===== config.mk =====
export PLATFORM = sky130hd
export DESIGN_NAME = lspm_cell
export DESIGN_NICKNAME = d
export VERILOG_FILES = /design/src/design/lspm_pkg.sv /design/src/design/lspm_cell.sv
export SDC_FILE = /design/constraint.sdc
export NUM_CORES = 1
export LEC_CHECK = 0
export ABC_AREA = 1
export BUFFER_PORTS_ARGS = -buffer_cell sky130_fd_sc_hd__buf_2
export CAP_MARGIN = 20
export CORE_ASPECT_RATIO = 1.25
export CORE_MARGIN = 2
export CORE_UTILIZATION = 52
export DETAILED_ROUTE_END_ITERATION = 16
export GPL_TIMING_DRIVEN = 0
export HOLD_SLACK_MARGIN = 0.15
export PLACE_DENSITY_LB_ADDON = 0.15
export SLEW_MARGIN = 10
export SYNTH_ARGS = -nofsm -noshare
export SYNTH_HDL_FRONTEND = slang
export SYNTH_SLANG_ARGS = --single-unit
export TNS_END_PERCENT = 20

===== constraint.sdc =====
create_clock -name clk -period 2.8 [get_ports clk]
set_input_delay 0.56 -clock clk [delete_from_list [all_inputs] [get_ports clk]]
set_output_delay 0.56 -clock clk [all_outputs]
set_load 0.1 [all_outputs]

===== src/design/lspm_pkg.sv =====
// Shared constants and types for the longest matching-sum run block.
package lspm_pkg;

    localparam int VAL_W      = 16;
    localparam int SUM_W      = 24;
    localparam int NEED_W     = SUM_W + 1;
    localparam int LEN_OUT_W  = 9;
    localparam int TDATA_IN_W = 16;
    localparam int TDATA_OUT_W = 16;
    localparam int MAX_LEN_DEF = 256;

    // control flags of a query moving down the chain
    typedef struct packed {
        logic valid;
        logic last;
        logic too_long;
        logic found;
    } qctl_t;

endpackage


===== src/design/lspm_cell.sv =====
// One chain cell: holds a stored prefix sum and checks the passing query against it.
module lspm_cell #(
    parameter int MAX_LEN  = lspm_pkg::MAX_LEN_DEF,
    parameter int CELL_IDX = 0
) (
    input  logic                            clk,
    input  logic                            rst_n,
    input  logic                            advance,
    input  logic                            wr_en,
    input  logic [lspm_pkg::SUM_W-1:0]      wr_sum,
    input  lspm_pkg::qctl_t                 ctl_in,
    input  logic [lspm_pkg::NEED_W-1:0]     need_in,
    input  logic [$clog2(MAX_LEN)-1:0]      idx_in,
    input  logic [$clog2(MAX_LEN+1)-1:0]    len_in,
    output lspm_pkg::qctl_t                 ctl_out,
    output logic [lspm_pkg::NEED_W-1:0]     need_out,
    output logic [$clog2(MAX_LEN)-1:0]      idx_out,
    output logic [$clog2(MAX_LEN+1)-1:0]    len_out
);
    import lspm_pkg::*;

    localparam int IW = $clog2(MAX_LEN);
    localparam int LW = $clog2(MAX_LEN + 1);
    localparam logic [IW-1:0] MY_IDX = IW'(CELL_IDX);

    logic [SUM_W-1:0]  sum_reg;
    qctl_t             ctl_reg;
    qctl_t             ctl_next;
    logic [NEED_W-1:0] need_reg;
    logic [IW-1:0]     idx_reg;
    logic [LW-1:0]     len_reg;
    logic [LW-1:0]     len_next;
    logic              hit;

    // earliest stored sum wins, so a query already matched passes through
    assign hit = ctl_in.valid && !ctl_in.found && (MY_IDX < idx_in)
                 && ({sum_reg[SUM_W-1], sum_reg} == need_in);

    always_comb
    begin
        ctl_next = ctl_in;
        len_next = len_in;
        if (hit)
        begin
            ctl_next.found = 1'b1;
            len_next       = LW'(idx_in) - LW'(MY_IDX);
        end
    end

    always_ff @(posedge clk)
    begin
        if (wr_en)
        begin
            sum_reg <= wr_sum;
        end
    end

    always_ff @(posedge clk or negedge rst_n)
    begin
        if (!rst_n)
        begin
            ctl_reg <= '0;
        end
        else if (advance)
        begin
            ctl_reg <= ctl_next;
        end
    end

    always_ff @(posedge clk)
    begin
        if (advance)
        begin
            need_reg <= need_in;
            idx_reg  <= idx_in;
            len_reg  <= len_next;
        end
    end

    assign ctl_out  = ctl_reg;
    assign need_out = need_reg;
    assign idx_out  = idx_reg;
    assign len_out  = len_reg;

endmodule


== Word-level counts from Yosys, hierarchy flattened ==
Index checks and enable logic that the tools add are counted.
Operators by class
  magnitude comparators: 1
  equal/unequal tests: 1
  multiplexer cells: 2
  reductions and logical operators: 4
Operators by type and width (count)
  $eq 25x25->1: 1
  $lt 1x8->1 const A: 1
  $mux 8: 1
  $logic_and 1x1->1: 3
  $logic_not 1->1: 1
  $mux 1: 1
Storage, ports and cells
  register bits: 70
  bits of input ports: 74
  word-level logic and storage cells: 17

== Longest topological paths before layout ==
Gate-level depths: netlist of run 1.
  word-level depth: 5
  mapped depth: 10

== Worst setup path after synthesis of run 1 ==
Ideal clock, no wire load.
  path type: input -> register
  start: in need_in[4] (netlist name)
  end: reg len_reg[0], in the netlist len_out[0], data pin
  setup time: 0.252 ns
  arrival time: 1.346 ns
  required time: 2.548 ns
  setup slack: 1.202 ns
  cell stages on the path: 8
  buffers on the path: 0
  path through: xnor2_1 > nand2_1 > nor2_2 > nand2_2 > nor2_8 > nand2_4 > nand2_1 > nand2_1
On the way
  word-level cells in the longest chain between the ends: 3
RTL lines
  start: declaration: RTL line lspm_cell.sv:12  | input logic [lspm_pkg::NEED_W-1:0] need_in,
  $eq 25x25->1: RTL line lspm_cell.sv:37  | && ({sum_reg[SUM_W-1], sum_reg} == need_in);
  $logic_and 1x1->1: RTL line lspm_cell.sv:37
  $mux 8: RTL line lspm_cell.sv:43  | if (hit)
  via len_next[0]: RTL line lspm_cell.sv:32  | logic [LW-1:0] len_next;
  end signal: assignment: RTL line lspm_cell.sv:76  | len_reg <= len_next;
  end: declaration: RTL line lspm_cell.sv:31  | logic [LW-1:0] len_reg;
The timed path passes the listed nets, and every way through them passes these cells.
A chain may end at the register's enable or synchronous reset.

== Worst setup path in the final report of run 1 ==
  start: reg ctl_reg (netlist bit ctl_out[3])
  end: out ctl_out[3] (netlist name)
RTL lines
  start: declaration: RTL line lspm_cell.sv:27  | qctl_t ctl_reg;
  start signal: assignment: RTL line lspm_cell.sv:66  | ctl_reg <= ctl_next;
  end: declaration: RTL line lspm_cell.sv:15  | output lspm_pkg::qctl_t ctl_out,
No word-level cell between the ends.

==> flow_summary.toml, run 1 <==
[status]
status = "finished, final reports clean"

[timing]
worstMarginPinSlew_ns = 1.03
fin_crit_sh_pct = 59.9
final.setup.tns_ns = 0
final.min_clock_period_ns = 1.68
max_freq_mhz = 596
rsz0062_at_grt = "false"
relSlewSlack_pct = 31.1
finalSetupViolations = 0
slew_viol_final = 0
finClkSkew_ns = 0.00785
hold_violations = 0

[clock_network]
cts_tree = "built"
clock_insertion_delay_worst_skew_ns = 0.33
cts.sinks = 70
clock_path_buffers = 2
root_buffer = "clkbuf_8"
htree_levels = 3
cts_setup_buffers = 0
cts_buffers = 9
clk_pin_slew_ns = 0.07

[hold_path]
min_path_type = "in -> reg"

[yosys]
synth-seq-cells = 70
muxShareOfSynthArea_pct = 0
yosysMostFrequentCell = "nand2_1"
synth_top_cells_by_area = "edfxtp_1, nand2_1, inv_1"
synth_fa_ha_area_share_pct = 0
synth-simple-area-share_pct = 21.5
yosysTopAreaCellShare_pct = 65.4
syn_avg_cell_area_um2 = 10.7
synthCells = 283
synth_top_cell_by_area = "edfxtp_1"
synth_xor_area_share_pct = 2.02
synthArstFlopShare_pct = 5.71
synth_common_cells = "nand2_1, edfxtp_1, inv_1"
synth_nets = 357
yosys_warnings = 0
synthDistinctLibCells = 23
synth_compound_area_share_pct = 1.73
synth_edf_count = 66
syn_area_um2 = 3030
ys_seq_area_share_pct = 68.7
synthFlopType = "edfxtp_1"
synth_top_family_by_area = "simple AND/OR/NAND/NOR gates"

[power]
power_leakage_nw = 1.95
powerDensity_nw_per_um2 = 705
ir_worst_vdd_v = 0.000466

[layout]
layout.nets = 488
multiInputGateArea_um2 = 766
seq_area_um2 = 2080
diodes = 0
layout.cells.non_filler = 485
largest_reg_flops = 25
nFillCells = 457
area_growth_pct = 29.5
drive_above_1_share_pct = 34.1

[global_routing]
grt_pass1_vias = 2068
grt_first_pass_wirelength_um = 8810
grt_use_total_pct = 18.8
gr-total-overflow = 0
grt_max_degree = 48
antenna_found_initial = 0

[worst_setup_path]
cp-end-kind = "output pin"
cp_slowest_stage_delay_ns = 0.43
critPathLaunchType = "register"
critPathTopFamily = "buffers and inverters"
worst_path_max_delay_cell = "buf_2"
critical_path_buf_inv_count = 1
critPathKind = "reg -> out"
crit_required_ns = 2.24
path_cells = "buf_2"
worstPathMaxFanout = 2
arrival_ns = 1.12

[routing]
drc_errors = 0
num_vias = 2240
via_per_inst = 4.62
drtIter0Drc = 120
wirelength_um = 5970
first_pass_iters = 4
wl_per_cell_um = 12.3
detail-route-antenna-nets = 0

[floorplanning]
io_pins = 120
initial_core_util_pct = 53.2
fp.dieH_um = 89.4
die_width_um = 72.3
core_um2 = 5700
rows = 31
die_area_um2 = 6460

[placement]
io_buffers = 119
place_inst = 468
place_congestion = 0.795
dp.final_hpwl_um = 4470

[job]
drv_cap = 0
[per-stage QoR]
| stage | util [%] | total power [W] | worst slack, ns | instance area (µm²) | hold slack [ns] |
|---|---|---|---|---|---|
| 3_5_place_dp | 65.1 | 0.00194 | 0.842 | 3710 | 0.368 |
| 3_3_place_gp | 65.1 | 0.00193 | 0.901 | 3710 | 0.366 |
| 5_1_grt | 68.8 | 0.00286 | 1.01 | 3930 | 0.376 |
| 4_1_cts | 68.8 | 0.00278 | 1.11 | 3930 | 0.380 |
| 6_report | 68.8 | 0.00277 | 1.12 | 3930 | 0.395 |
| 2_1_floorplan | - | 0.00179 | 1.20 | 3030 | 0.264 |
[logic make-up after synthesis]
group / Yosys count
flops: 70
buf+inv: 49
xor+xnor: 7
simple gates: 149
compound gates: 8
[what timing repair did]
action,in CTS,in global routing
hold buffers,1,0
gates resized for setup,0,0
hold endpoints to repair,4,0
[power by group]
part / internal, W / total [W] / switching (W)
Clock: 0.000496 / 0.000852 / 0.000356
Combinational: 0.000121 / 0.000650 / 0.000529
Sequential: 0.00124 / 0.00126 / 0.0000271
Total: 0.00185 / 0.00277 / 0.000912
[path summary, 6_finish.rpt]
kind                                             start                     end  slack [ns]  cells after the start
worst max-delay path            ctl_out[3]$_DFFE_PN0P_              ctl_out[3]        1.12                      1
worst min-delay path                        wr_sum[12]   sum_reg[12]$_DFFE_PP_        0.39                      1
worst max register to register   sum_reg[19]$_DFFE_PP_    len_out[2]$_DFFE_PP_        1.19                      8
worst min register to register  ctl_out[2]$_DFFE_PN0P_  ctl_out[2]$_DFFE_PN0P_        0.48                      2
max in group asynchronous                        rst_n  ctl_out[0]$_DFFE_PN0P_        2.14                      2
min in group asynchronous                        rst_n  ctl_out[1]$_DFFE_PN0P_        0.55                      2
[placed cells by master (no fill, tap or decap), types with 4 or more instances in the layout]
master,Yosys,final
buf_2,0,119
clkbuf_8,0,9
dfrtp_1,4,4
edfxtp_1,66,66
inv_1,48,48
nand2_1,101,101
nand3_1,12,12
nand4_1,5,5
nor2_1,21,21
xnor2_1,6,6
[metal layers]
metal  GRT usage [%]  up-vias  part of all wire, %
li1                -     1167                    -
met1            19.7      977                   39
met2            33.9       87                   51
met3            6.31        9                  8.2
met4            8.23        0                  1.2
met5               0        -                    0
[area by class of cell]
type,instances,share of cell area [%]
Clock buffer,11,3.35
Sequential cell,70,53.0
Tap cell,66,2.10
Timing Repair Buffer,120,15.4
Clock inverter,5,1.88
Multi-Input combinational cell,164,19.5
Inverter,49,4.69
No activity file was read; power rests on OpenSTA's default activity.
==> run 2, diff against run 1 <==
--- a/config.mk
+++ b/config.mk
@@ -5,12 +5,12 @@
 export SDC_FILE = /design/constraint.sdc
 export NUM_CORES = 1
 export LEC_CHECK = 0
-export ABC_AREA = 1
+export ABC_AREA = 0
 export BUFFER_PORTS_ARGS = -buffer_cell sky130_fd_sc_hd__buf_2
 export CAP_MARGIN = 20
 export CORE_ASPECT_RATIO = 1.25
 export CORE_MARGIN = 2
-export CORE_UTILIZATION = 52
+export CORE_UTILIZATION = 41
 export DETAILED_ROUTE_END_ITERATION = 16
 export GPL_TIMING_DRIVEN = 0
 export HOLD_SLACK_MARGIN = 0.15
==> constraint.sdc (replaced) <==
create_clock -name clk -period 1.37 [get_ports clk]
set_input_delay 0.274 -clock clk [delete_from_list [all_inputs] [get_ports clk]]
set_output_delay 0.274 -clock clk [all_outputs]
set_load 0.1 [all_outputs]
==> flow_summary.toml, run 2 <==
[routing]
num_vias = 1782
drtIter0Drc = 70
first_pass_iters = 7
drc_errors = 0
via_per_inst = 4.44
wirelength_um = 5730
wl_per_cell_um = 14.3
detail-route-antenna-nets = 0

[floorplanning]
initial_core_util_pct = 41.8
die_area_um2 = 6900
io_pins = 120
core_um2 = 6130
die_width_um = 74.7
rows = 32
fp.dieH_um = 92.4

[layout]
fin_util_pct = 67.9
layout.nets = 385
diodes = 0
final_area_um2 = 4160
layout.cells.non_filler = 401
drive_above_1_share_pct = 47.8
largest_reg_flops = 25
final_cell_mix = "buf_2, edfxtp_1, dlygate4sd3_1"
final_common_cell = "buf_2"
area_growth_pct = 62.4

[power]
power_leakage_nw = 1.70
p_total_w = 0.00552
powerDensity_nw_per_um2 = 1330
ir_worst_vdd_v = 0.000834

[clock_network]
clk_pin_slew_ns = 0.07
cts_tree = "built"
htree_levels = 3
clock_insertion_delay_worst_skew_ns = 0.33
root_buffer = "clkbuf_8"
cts.sinks = 70
clock_path_buffers = 2
cts_buffers = 9

[yosys]
yosysTopAreaCellShare_pct = 77.3
syn_avg_cell_area_um2 = 20.7
synthCells = 124
synthArstFlopShare_pct = 5.71
yosys_warnings = 0
synth_top_cells_by_area = "edfxtp_1, xor2_1, mux2_2"
synth_edf_count = 66
ys_seq_area_share_pct = 81.2
yosysMostFrequentCell = "edfxtp_1"
synth_top_cell_by_area = "edfxtp_1"
syn_area_um2 = 2560
synthDistinctLibCells = 18
synth_nets = 198
synth-seq-cells = 70
synth_common_cells = "edfxtp_1, xor2_1, mux2_2"
synthFlopType = "edfxtp_1"

[worst_setup_path]
critPathKind = "reg -> reg"
rr_worst_depth = 6
rrSetupSlack_ns = -0.71
cp-end-kind = "register"
worstPathMaxFanout = 10
arrival_ns = 2.15
path_cells = "xor2_1 -> nor4_2 -> nand4_1 -> nor4_4 -> buf_12 -> mux2_2"
critPathLaunchType = "register"
r2r_end = "len_out[5]$_DFFE_PP_"
critPathTopFamily = "simple AND/OR/NAND/NOR gates"
critical_path_buf_inv_count = 1
worst_path_max_delay_cell = "edfxtp_1"
r2r-start = "sum_reg[10]$_DFFE_PP_"
crit_required_ns = 1.44
cp_slowest_stage_delay_ns = 0.38

[placement]
dp.final_hpwl_um = 3570
place_inst = 328
place_area_um2 = 3260
place_congestion = 0.686
io_buffers = 119

[global_routing]
gr-total-overflow = 0
grt_pass1_vias = 1870
grt_max_degree = 48
grt_first_pass_wirelength_um = 8490
grt_use_total_pct = 17.0
antenna_found_initial = 0

[timing]
slew_viol_final = 0
fin_crit_sh_pct = 151
finalSetupViolations = 10
worstMarginPinSlew_ns = 1.07
max_freq_mhz = 482
hold_violations = 0
finClkSkew_ns = 0.0106
final.min_clock_period_ns = 2.08
relSlewSlack_pct = 28.9
rsz0062_at_grt = "true"
fin_ws_ns = -0.705
holdWs_ns = 0.174

[hold_path]
hold_end = "need_out[21]$_DFFE_PP_"
min_path_type = "in -> reg"
min_path_cells = 1
worstHoldStart = "need_in[21]"

[job]
drv_cap = 0

[status]
status = "complete, but fails checks"
violations = "setup timing"
run 2: metal layers:
layer / vias up / GRT usage (%) / share of wire (%)
li1: 857 / - / -
met1: 837 / 17.9 / 36
met2: 83 / 30.5 / 55
met3: 5 / 4.46 / 7.3
met4: 0 / 8.04 / 1.0
met5: - / 0 / 0
run 2: metrics by stage:
step	worst slack, ns	TNS (ns)
floorplan	-0.643	-5.92
global placement	-1.07	-16.46
detailed placement	-1.10	-16.20
CTS	-0.761	-6.98
global route	-0.804	-7.41
finish	-0.705	-6.39
run 2: repair_timing:
action,CTS,global route
endpoints found under the setup margin,34,30
hold endpoints to repair,58,1
pin swaps,1,2
setup buffers,1,0
resized for setup,26,23
hold buffers,55,1
run 2: worst register-to-register path, stage by stage (launching register included):
cell and delay, ns:
edfxtp_1 0.38, xor2_1 0.16, nor4_2 0.29, nand4_1 0.19
nor4_4 0.29, buf_12 0.18, mux2_2 0.33
run 2: layout make-up:
cell class | instances | area, µm²
multi-input cells | 53 | 502
fillers | 448 | 1960
repair buffers | 176 | 1290
clock inverters | 5 | 50.0
inverters | 1 | 3.75
well taps | 85 | 106
clock buffers | 11 | 131
flip-flops and latches | 70 | 2080
run 2: report_power, final:
part | internal [W] | total [W] | leakage, nW | switching, W
sequential | 0.00253 | 0.00259 | 0.692 | 0.0000583
clock | 0.000827 | 0.00153 | 0.0884 | 0.000705
combinational | 0.000379 | 0.00140 | 0.919 | 0.00102
total | 0.00374 | 0.00552 | 1.70 | 0.00179
run 2: worst max path at each step:
stage	start	slack [ns]	cells past startpoint	to
floorplan	sum_reg[10]$_DFFE_PP_	-0.64	5	len_out[0]$_DFFE_PP_
global placement	need_in[10]	-1.07	6	len_out[6]$_DFFE_PP_
detailed placement	need_in[10]	-1.10	6	len_out[0]$_DFFE_PP_
CTS	sum_reg[16]$_DFFE_PP_	-0.76	6	len_out[0]$_DFFE_PP_
global route	sum_reg[10]$_DFFE_PP_	-0.80	6	len_out[5]$_DFFE_PP_
finish	sum_reg[10]$_DFFE_PP_	-0.71	6	len_out[5]$_DFFE_PP_
run 2: kinds of logic after synthesis:
| logic type | Yosys count | share of synthesized area (%) |
|---|---|---|
| AND/OR/NAND/NOR | 16 | 4.25 |
| flip-flops | 70 | 81.3 |
| AO/OA/AOI/OAI | 3 | 1.66 |
| multiplexers | 11 | 4.83 |
| XOR/XNOR | 23 | 7.86 |
| buffers and inverters | 1 | 0.146 |
